--- src/sv/length_prefixed_frame_deframer_top_macros.svh ---
// Assertion macros shared by the deframer modules.
`ifndef LENGTH_PREFIXED_FRAME_DEFRAMER_TOP_MACROS_SVH
`define LENGTH_PREFIXED_FRAME_DEFRAMER_TOP_MACROS_SVH

// Same-cycle implication, checked on every clock edge outside reset.
`define LPFD_ASSERT_NOW(label, ante, cons, msg) \
    label: assert property (@(posedge i_clk) disable iff (!i_rst_n) \
        (ante) |-> (cons)) else $error(msg);

// Next-cycle implication, checked on every clock edge outside reset.
`define LPFD_ASSERT_NEXT(label, ante, cons, msg) \
    label: assert property (@(posedge i_clk) disable iff (!i_rst_n) \
        (ante) |=> (cons)) else $error(msg);

`endif

--- src/sv/lpfd_pkg.sv ---
// Shared types, codes and the byte-wide CRC-32 update for the frame deframer.
package lpfd_pkg;

    // Parse phases.
    localparam logic [2:0] PH_LEN_HI   = 3'd0;
    localparam logic [2:0] PH_LEN_LO   = 3'd1;
    localparam logic [2:0] PH_PREAMBLE = 3'd2;
    localparam logic [2:0] PH_DEST     = 3'd3;
    localparam logic [2:0] PH_SRC      = 3'd4;
    localparam logic [2:0] PH_TYPE     = 3'd5;
    localparam logic [2:0] PH_PAYLOAD  = 3'd6;
    localparam logic [2:0] PH_CRC      = 3'd7;

    // Byte roles.
    localparam logic [2:0] ROLE_DEST    = 3'd0;
    localparam logic [2:0] ROLE_SRC     = 3'd1;
    localparam logic [2:0] ROLE_TYPE    = 3'd2;
    localparam logic [2:0] ROLE_PAYLOAD = 3'd3;
    localparam logic [2:0] ROLE_STATUS  = 3'd4;

    // Frame status codes.
    localparam logic [1:0] ST_OK       = 2'd0;
    localparam logic [1:0] ST_BAD_SIZE = 2'd1;
    localparam logic [1:0] ST_BAD_CRC  = 2'd2;

    // Configuration register indexes.
    localparam logic [1:0] CFG_MIN_PAYLOAD = 2'd0;
    localparam logic [1:0] CFG_MAX_PAYLOAD = 2'd1;

    // Register reset values.
    localparam logic [15:0] MIN_PAYLOAD_RESET = 16'd46;
    localparam logic [15:0] MAX_PAYLOAD_RESET = 16'd1500;

    // Header field lengths, as last byte index within each phase.
    localparam logic [15:0] PREAMBLE_LAST = 16'd7;
    localparam logic [15:0] ADDR_LAST     = 16'd5;
    localparam logic [15:0] TYPE_LAST     = 16'd1;
    localparam logic [15:0] CRC_LAST      = 16'd3;

    localparam logic [31:0] CRC_POLY = 32'hEDB8_8320;
    localparam logic [31:0] CRC_INIT = 32'hFFFF_FFFF;

    // One result item.
    typedef struct packed {
        logic [7:0] out_byte;
        logic [2:0] byte_role;
        logic [1:0] frame_status;
        logic       frame_end;
    } t_result;

    // Request from the parser into the output queue.
    typedef struct packed {
        logic    valid;
        t_result data;
    } t_push;

    // Reflected CRC-32 update by one byte, one bit per step.
    function automatic logic [31:0] crc32_byte(input logic [31:0] c_in, input logic [7:0] b);
        logic [31:0] c;
        c = c_in ^ {24'd0, b};
        for (int i = 0; i < 8; i++) begin
            c = c[0] ? ((c >> 1) ^ CRC_POLY) : (c >> 1);
        end
        return c;
    endfunction

endpackage

--- src/sv/lpfd_parser.sv ---
// Frame parser: phase tracking, length range check, CRC accumulation.
module lpfd_parser
    import lpfd_pkg::*;
#(
    parameter logic [15:0] MIN_RESET = MIN_PAYLOAD_RESET,
    parameter logic [15:0] MAX_RESET = MAX_PAYLOAD_RESET
) (
    input  logic        i_clk,
    input  logic        i_rst_n,
    input  logic        i_cfg_we,
    input  logic [1:0]  i_cfg_idx,
    input  logic [15:0] i_cfg_data,
    input  logic        i_valid,
    input  logic        i_ready,
    input  logic [7:0]  i_byte,
    output t_push       o_push
);
`include "length_prefixed_frame_deframer_top_macros.svh"

    logic [15:0] r_min, r_max;
    logic [2:0]  r_phase, n_phase;
    logic [15:0] r_count, n_count;
    logic [15:0] r_len, n_len;
    logic [31:0] r_crc, n_crc;
    logic [31:0] r_rx_crc, n_rx_crc;
    logic        accept;
    logic [15:0] len_full;
    logic [31:0] rx_crc_full;

    assign accept      = i_valid & i_ready;
    assign len_full    = {r_len[15:8], i_byte};
    assign rx_crc_full = {r_rx_crc[23:0], i_byte};

    // Configuration registers.
    always_ff @(posedge i_clk) begin
        if (!i_rst_n) begin
            r_min <= MIN_RESET;
            r_max <= MAX_RESET;
        end else if (i_cfg_we) begin
            unique case (i_cfg_idx)
                CFG_MIN_PAYLOAD: r_min <= i_cfg_data;
                CFG_MAX_PAYLOAD: r_max <= i_cfg_data;
                default: ;
            endcase
        end
    end

    // Next state and result for the byte on the input.
    always_comb begin
        n_phase  = r_phase;
        n_count  = r_count;
        n_len    = r_len;
        n_crc    = r_crc;
        n_rx_crc = r_rx_crc;
        o_push   = '0;
        unique case (r_phase)
            PH_LEN_HI: begin
                n_len   = {i_byte, 8'd0};
                n_count = '0;
                n_phase = PH_LEN_LO;
            end
            PH_LEN_LO: begin
                n_len   = len_full;
                n_count = '0;
                if (len_full < r_min || len_full > r_max) begin
                    n_phase = PH_LEN_HI;
                    o_push.valid = 1'b1;
                    o_push.data  = '{8'd0, ROLE_STATUS, ST_BAD_SIZE, 1'b1};
                end else begin
                    n_crc    = CRC_INIT;
                    n_rx_crc = '0;
                    n_phase  = PH_PREAMBLE;
                end
            end
            PH_PREAMBLE: begin
                if (r_count >= PREAMBLE_LAST) begin
                    n_count = '0;
                    n_phase = PH_DEST;
                end else begin
                    n_count = r_count + 16'd1;
                end
            end
            PH_DEST: begin
                if (r_count >= ADDR_LAST) begin
                    n_count = '0;
                    n_phase = PH_SRC;
                end else begin
                    n_count = r_count + 16'd1;
                end
                o_push.valid = 1'b1;
                o_push.data  = '{i_byte, ROLE_DEST, ST_OK, 1'b0};
            end
            PH_SRC: begin
                if (r_count >= ADDR_LAST) begin
                    n_count = '0;
                    n_phase = PH_TYPE;
                end else begin
                    n_count = r_count + 16'd1;
                end
                o_push.valid = 1'b1;
                o_push.data  = '{i_byte, ROLE_SRC, ST_OK, 1'b0};
            end
            PH_TYPE: begin
                if (r_count >= TYPE_LAST) begin
                    n_count = '0;
                    n_phase = (r_len == 16'd0) ? PH_CRC : PH_PAYLOAD;
                end else begin
                    n_count = r_count + 16'd1;
                end
                o_push.valid = 1'b1;
                o_push.data  = '{i_byte, ROLE_TYPE, ST_OK, 1'b0};
            end
            PH_PAYLOAD: begin
                n_crc = crc32_byte(r_crc, i_byte);
                if (({1'b0, r_count} + 17'd1) >= {1'b0, r_len}) begin
                    n_count = '0;
                    n_phase = PH_CRC;
                end else begin
                    n_count = r_count + 16'd1;
                end
                o_push.valid = 1'b1;
                o_push.data  = '{i_byte, ROLE_PAYLOAD, ST_OK, 1'b0};
            end
            PH_CRC: begin
                n_rx_crc = rx_crc_full;
                if (r_count >= CRC_LAST) begin
                    n_count = '0;
                    n_phase = PH_LEN_HI;
                    o_push.valid = 1'b1;
                    o_push.data  = '{8'd0, ROLE_STATUS,
                                     (rx_crc_full == ~r_crc) ? ST_OK : ST_BAD_CRC, 1'b1};
                end else begin
                    n_count = r_count + 16'd1;
                end
            end
            default: ;
        endcase
        // Only an accepted byte produces a request.
        o_push.valid = o_push.valid & accept;
    end

    // Parse state advances on each accepted byte.
    always_ff @(posedge i_clk) begin
        if (!i_rst_n) begin
            r_phase  <= PH_LEN_HI;
            r_count  <= '0;
            r_len    <= '0;
            r_crc    <= CRC_INIT;
            r_rx_crc <= '0;
        end else if (accept) begin
            r_phase  <= n_phase;
            r_count  <= n_count;
            r_len    <= n_len;
            r_crc    <= n_crc;
            r_rx_crc <= n_rx_crc;
        end
    end

    // A frame's last CRC byte always closes the frame and restarts length parsing.
    `LPFD_ASSERT_NEXT(a_crc_end_restarts,
        accept && r_phase == PH_CRC && r_count == CRC_LAST,
        r_phase == PH_LEN_HI, "CRC end did not return to length phase")

    // A status-only result always ends the frame, and nothing else ends it.
    `LPFD_ASSERT_NOW(a_status_ends_frame, o_push.valid,
        (o_push.data.byte_role == ROLE_STATUS) == o_push.data.frame_end,
        "frame end and status role disagree")

    // The preamble counter never runs past its last byte.
    `LPFD_ASSERT_NOW(a_preamble_count, r_phase == PH_PREAMBLE,
        r_count <= PREAMBLE_LAST, "preamble counter overran")

endmodule

--- src/sv/lpfd_out_queue.sv ---
// Two-entry output queue that decouples the parser from a stalling receiver.
module lpfd_out_queue
    import lpfd_pkg::*;
(
    input  logic    i_clk,
    input  logic    i_rst_n,
    input  t_push   i_push,
    output logic    o_ready,
    output logic    o_valid,
    input  logic    i_ready,
    output t_result o_data
);
`include "length_prefixed_frame_deframer_top_macros.svh"

    t_result     r_mem [2];
    logic        r_head, r_tail;
    logic [1:0]  r_count;
    logic        pop;

    assign o_ready = (r_count != 2'd2);
    assign o_valid = (r_count != 2'd0);
    assign pop     = o_valid & i_ready;
    assign o_data  = r_mem[r_head];

    // Entry storage.
    always_ff @(posedge i_clk) begin
        if (i_push.valid) begin
            r_mem[r_tail] <= i_push.data;
        end
    end

    // Pointers and fill count.
    always_ff @(posedge i_clk) begin
        if (!i_rst_n) begin
            r_head  <= 1'b0;
            r_tail  <= 1'b0;
            r_count <= 2'd0;
        end else begin
            if (i_push.valid) begin
                r_tail <= ~r_tail;
            end
            if (pop) begin
                r_head <= ~r_head;
            end
            r_count <= r_count + {1'b0, i_push.valid} - {1'b0, pop};
        end
    end

    `LPFD_ASSERT_NOW(a_count_bound, 1'b1, r_count <= 2'd2, "queue count above depth")

    `LPFD_ASSERT_NOW(a_no_push_full, i_push.valid, r_count != 2'd2, "request into full queue")

    `LPFD_ASSERT_NOW(a_ptr_count, 1'b1,
        (r_count == 2'd1) == (r_head != r_tail), "pointers disagree with count")

endmodule

--- src/sv/length_prefixed_frame_deframer_top.sv ---
// Top level of the length-prefixed frame deframer.
//
// Usage:
//   s_axis carries the received byte stream, one byte per request in tdata.
//   Each frame is a 2-byte big-endian length, 8 preamble bytes, 6 destination,
//   6 source and 2 type bytes, the payload and a 4-byte big-endian CRC-32 over
//   the payload. Address, type and payload bytes leave on m_axis with their
//   role in tuser; the last CRC byte gives a status-only result with tlast set.
//   A length outside [min_payload, max_payload] gives a bad-size status at once.
//   The receiver drops a frame whose final status is not ok.
//   The config port writes min_payload (index 0) and max_payload (index 1); the
//   user must write them only while the block is idle; the block does not enforce it.
// Throughput: a result is written into the output queue when its byte is
//   accepted; one byte per cycle is sustained while the queue has room, set by the
//   byte-wide CRC update and phase counter, which both finish in the accepting cycle.
// Reset: the parser waits for a length high byte, the queue is empty and the
//   ranges return to MIN_RESET and MAX_RESET, 46 and 1500 by default.
// Stalls: a two-entry output queue keeps taking bytes while one result waits;
//   s_axis_tready drops only when both entries are full.
module length_prefixed_frame_deframer_top
    import lpfd_pkg::*;
#(
    parameter logic [15:0] MIN_RESET = MIN_PAYLOAD_RESET,
    parameter logic [15:0] MAX_RESET = MAX_PAYLOAD_RESET
) (
    input  logic        i_clk,
    input  logic        i_rst_n,
    input  logic        i_cfg_we,
    input  logic [1:0]  i_cfg_idx,
    input  logic [15:0] i_cfg_data,
    input  logic        s_axis_tvalid,
    output logic        s_axis_tready,
    input  logic [7:0]  s_axis_tdata,   // [7:0] rx_byte
    output logic        m_axis_tvalid,
    input  logic        m_axis_tready,
    output logic [7:0]  m_axis_tdata,   // [7:0] out_byte
    output logic [4:0]  m_axis_tuser,   // [2:0] byte_role, [4:3] frame_status
    output logic        m_axis_tlast    // frame_end
);

    t_push   push;
    t_result out_res;

    // Parser consumes bytes while the queue has room.
    lpfd_parser #(
        .MIN_RESET(MIN_RESET),
        .MAX_RESET(MAX_RESET)
    ) u_parser (
        .i_clk      (i_clk),
        .i_rst_n    (i_rst_n),
        .i_cfg_we   (i_cfg_we),
        .i_cfg_idx  (i_cfg_idx),
        .i_cfg_data (i_cfg_data),
        .i_valid    (s_axis_tvalid),
        .i_ready    (s_axis_tready),
        .i_byte     (s_axis_tdata),
        .o_push     (push)
    );

    // Output queue feeds the master side.
    lpfd_out_queue u_queue (
        .i_clk   (i_clk),
        .i_rst_n (i_rst_n),
        .i_push  (push),
        .o_ready (s_axis_tready),
        .o_valid (m_axis_tvalid),
        .i_ready (m_axis_tready),
        .o_data  (out_res)
    );

    assign m_axis_tdata = out_res.out_byte;
    assign m_axis_tuser = {out_res.frame_status, out_res.byte_role};
    assign m_axis_tlast = out_res.frame_end;

endmodule
--- config.mk ---
export PLATFORM = sky130hd
export DESIGN_NAME = length_prefixed_frame_deframer_top
export DESIGN_NICKNAME = d
export VERILOG_FILES = /design/src/sv/lpfd_pkg.sv /design/src/sv/lpfd_parser.sv /design/src/sv/lpfd_out_queue.sv /design/src/sv/length_prefixed_frame_deframer_top.sv
export VERILOG_INCLUDE_DIRS = /design/src /design/src/sv
export SDC_FILE = /design/constraint.sdc
export NUM_CORES = 1
export LEC_CHECK = 0
export BUFFER_PORTS_ARGS = -buffer_cell sky130_fd_sc_hd__buf_2
export CORE_MARGIN = 4
export CORE_UTILIZATION = 64
export CTS_BUF_LIST = sky130_fd_sc_hd__clkbuf_4
export CTS_CLUSTER_DIAMETER = 200
export DETAILED_ROUTE_END_ITERATION = 8
export GPL_TIMING_DRIVEN = 0
export PLACE_DENSITY_LB_ADDON = 0.3
export RECOVER_POWER = 25
export SYNTH_ARGS = -nofsm -noshare
export SYNTH_HDL_FRONTEND = slang
export SYNTH_SLANG_ARGS = --single-unit
--- constraint.sdc ---
create_clock -name i_clk -period 4 [get_ports i_clk]
set_input_delay 0.6 -clock i_clk [delete_from_list [all_inputs] [get_ports i_clk]]
set_output_delay 0.6 -clock i_clk [all_outputs]
set_load 0.01 [all_outputs]
==> qor.yml <==
synth:
  ys_ff_latch: 154
  synthTopCellsByArea: "dfxtp_1, edfxtp_1, ha_1"
  ys.warnings.count: 0
  synth_edf_count: 26
  yosysTopAreaCell: "dfxtp_1"
  synthFlopType: "dfxtp_1"
  ys_async_sr_fraction_pct: 0
  synthCells: 851
  syn-mean-instance-area_um2: 9.84
  synth.most_common_cell: "dfxtp_1"
  synth.distinct_cells: 61
  syn_area_um2: 8380
  synth_top_cells_by_count: "dfxtp_1, nand2_1, inv_1"
  synth_top_area_share_pct: 30.6
  synth_fp_nets: 936
  yosysSeqAreaShare_pct: 39.9
die:
  dieArea_um2: 15000
  rows: 41
  die_w_um: 122
  io_pins: 47
  core_um2: 12700
  initial_utilization_pct: 65.8
  die-height_um: 122
global_routing:
  track_usage_pct: 26.2
  grt_max_degree: 17
  grt_pass1_vias: 6155
  overflow: 0
  grt_pass1_wl_um: 30400
  antenna_found_initial: 0
timing:
  setup_viol: 0
  slew_viol_final: 0
  max_clock_freq_mhz: 270
  period_needed_ns: 3.71
  finalHoldViolCount: 0
  slew-limit-headroom_pct: 26.1
  final.period_utilization_pct: 92.6
  whs_ns: 0.290
  rsz0062_at_grt: "no"
  tns_ns: 0
  fin_skew_ns: 0.0140
  tightest_slew_ns: 1.10
worst_setup_path:
  critical-path-top-delay-family: "simple AND/OR/NAND/NOR gates"
  critPathKind: "flip-flop to flip-flop"
  endpoint_kind: "flip-flop"
  cp_data_arrival_time_ns: 4.20
  startpoint: "u_parser.r_count[2]$_SDFFE_PN0P_"
  rrSetupSlack_ns: 0.29
  timing.rr.end: "u_parser.r_count[12]$_SDFFE_PN0P_"
  critPathLaunchType: "flip-flop"
  cp.required_ns: 4.50
  slowest_delay_ns: 0.38
  cp.buffers_inverters: 2
  crit_chain: "buf_4 -> and4_1 -> nand4_1 -> nor3_1 -> nand3_1 -> or3_1 -> nand2_1 -> ha_1 -> and3_1 -> a2111oi_0 -> o41a_1 -> a31o_2 -> buf_6 -> o21ai_0 -> nand2_1"
  r2r_start: "u_parser.r_count[2]$_SDFFE_PN0P_"
  crit_slowest_cell: "or3_1"
  cp.depth: 15
  cpMostUsedCell: "nand2_1"
  r2r_cells: 15
  crit_end: "u_parser.r_count[12]$_SDFFE_PN0P_"
  path_max_fanout: 10
power:
  p_switching_mw: 1.13
  vdd_drop_max_mv: 0.232
  p_leak_nw: 3.74
  power_frac_comb_pct: 26.4
  switching_share_pct: 30.9
  p_int_mw: 2.54
  power.density_nw_per_um2: 403
  seqPwrFrac_pct: 46.9
  power_frac_clock_pct: 26.7
cts:
  cts_tree: "yes"
  cts_max_level: 4
  postCtsSetupRepairBufs: 0
  cts.clk_slew.worst_paths_ns: 0.12
  cts-root-buf: "clkbuf_4"
  cts_buffers: 17
  clk_latency_ns: 0.55
  clock-sinks: 154
  cts_max_path_buffers: 2
routing:
  drc: 0
  drt-initial-drc-count: 396
  wirelength_um: 18900
  via_per_inst: 5.78
  ant_nets: 0
  wl_per_cell_um: 17.2
  vias: 6348
  dr.pass1.iters: 5
status:
  status: "complete, no violations"
min_path:
  min-delay-start: "i_cfg_data[4]"
  min_path_type: "input pin to flip-flop"
  whs_path_depth: 3
layout:
  syn_to_final_growth_pct: 8.68
  layout-drive-gt1-share_pct: 12.7
  fin_nets: 1000
  antennaDiodeCount: 0
place:
  portBuffers: 46
  post-dp-hpwl_um: 14000
  gp_congestion: 0.933
job:
  cap_violations: 0
==> layout make-up <==
type / instances / area, µm²
Multi-Input combinational cell: 602 / 4640
Clock buffer: 21 / 158
Tap cell: 172 / 215
Inverter: 58 / 218
Clock inverter: 10 / 128
Buffer: 36 / 175
Timing Repair Buffer: 46 / 228
Sequential cell: 154 / 3340
Fill cell: 1043 / 3620
==> tightest hold or removal path, cell delays in order <==
cell	delay [ns]
buf_2	0.09
nand2_1	0.05
o211ai_1	0.08
==> layer usage <==
layer	share of wire (%)	track usage [%]	vias up
met1	44	33.3	3010
li1	-	-	3112
met3	6.7	6.91	40
met5	0	0	-
met2	46	42.4	186
met4	2.9	11.0	0
==> through the flow <==
step / setup WS [ns] / total power [mW] / cell area [µm²] / util [%] / cells
floorplan: 0.712 / 2.45 / 8380 / - / 851
CTS: 0.157 / 3.68 / 9110 / 71.6 / 1100
detailed placement: 0.169 / 2.72 / 8820 / 69.3 / 1069
finish: 0.295 / 3.67 / 9100 / 71.5 / 1099
global route: 0.0447 / 3.87 / 9100 / 71.5 / 1099
global placement: 0.166 / 2.69 / 8820 / 69.3 / 1069
==> cell families after synthesis <==
logic type                 Yosys count  share of synthesized area (%)
and+or+nand+nor                    242                           15.0
muxes                               46                           5.71
AOI/OAI and AO/OA                  148                           14.0
adders and majority gates           55                           8.20
buffers and inverters               95                           4.74
DFF                                154                           39.9
xor gates and xnor gates           111                           12.5
==> worst min path at each step <==
stage	end	slack, ns
2_1_floorplan	u_parser.r_max[11]$_SDFFE_PN0P_	0.44
3_3_place_gp	u_parser.r_min[9]$_SDFFE_PN0P_	0.45
3_5_place_dp	u_parser.r_max[13]$_SDFFE_PN0P_	0.46
4_1_cts	u_parser.r_max[4]$_SDFFE_PN1P_	0.25
5_1_grt	u_parser.r_max[6]$_SDFFE_PN1P_	0.22
6_report	u_parser.r_max[4]$_SDFFE_PN1P_	0.29
==> state kept, by name, summed over array words and instances, names as in the netlist, named ones only <==
name	flops
u_parser.r_crc	32
u_parser.r_len	16
u_parser.r_rx_crc	24
u_parser.r_max	16
u_queue.r_tail	1
u_parser.r_phase	3
u_queue.r_count	2
u_queue.r_head	1
u_queue.r_mem	26
u_parser.r_min	16
u_parser.r_count	16
==> power groups by stage <==
stage	clock network (mW)	logic, mW	registers (mW)
4_1_cts	0.995	0.970	1.72
6_report	0.980	0.969	1.72
5_1_grt	1.07	1.07	1.73
3_5_place_dp	0	0.962	1.75
3_3_place_gp	0	0.941	1.75
2_1_floorplan	0	0.713	1.73
==> layout by cell type, fill, tap and decap left out, types with 4 or more instances in the layout <==
cell | Yosys | final
nand2b_1 | 4 | 4
and2_1 | 11 | 10
nand2_1 | 93 | 93
nor2b_1 | 21 | 21
clkbuf_4 | 0 | 21
nor3_1 | 8 | 8
clkbuf_1 | 28 | 29
dfxtp_1 | 128 | 128
a2bb2oi_1 | 28 | 28
a21boi_0 | 32 | 32
ha_1 | 54 | 53
xnor2_1 | 50 | 50
a21o_1 | 9 | 9
or2_2 | 5 | 5
nor4_1 | 7 | 7
xor2_1 | 56 | 56
buf_6 | 4 | 4
mux2i_1 | 32 | 32
mux2_2 | 14 | 14
nor2_1 | 19 | 19
o21ai_0 | 11 | 11
inv_1 | 58 | 58
nand3_1 | 19 | 19
a22o_1 | 11 | 11
nand4_1 | 17 | 17
a2bb2oi_2 | 4 | 4
a21oi_1 | 19 | 19
buf_2 | 2 | 46
o211ai_1 | 12 | 12
nor3b_1 | 26 | 26
edfxtp_1 | 26 | 26
==> repair_timing <==
action / CTS / global route
endpoints found under the hold margin: 0 / 0
resized for setup: 0 / 1
hold buffers: 0 / 0
setup endpoints to repair: 0 / 12
Power figures use the tool's default switching activity.
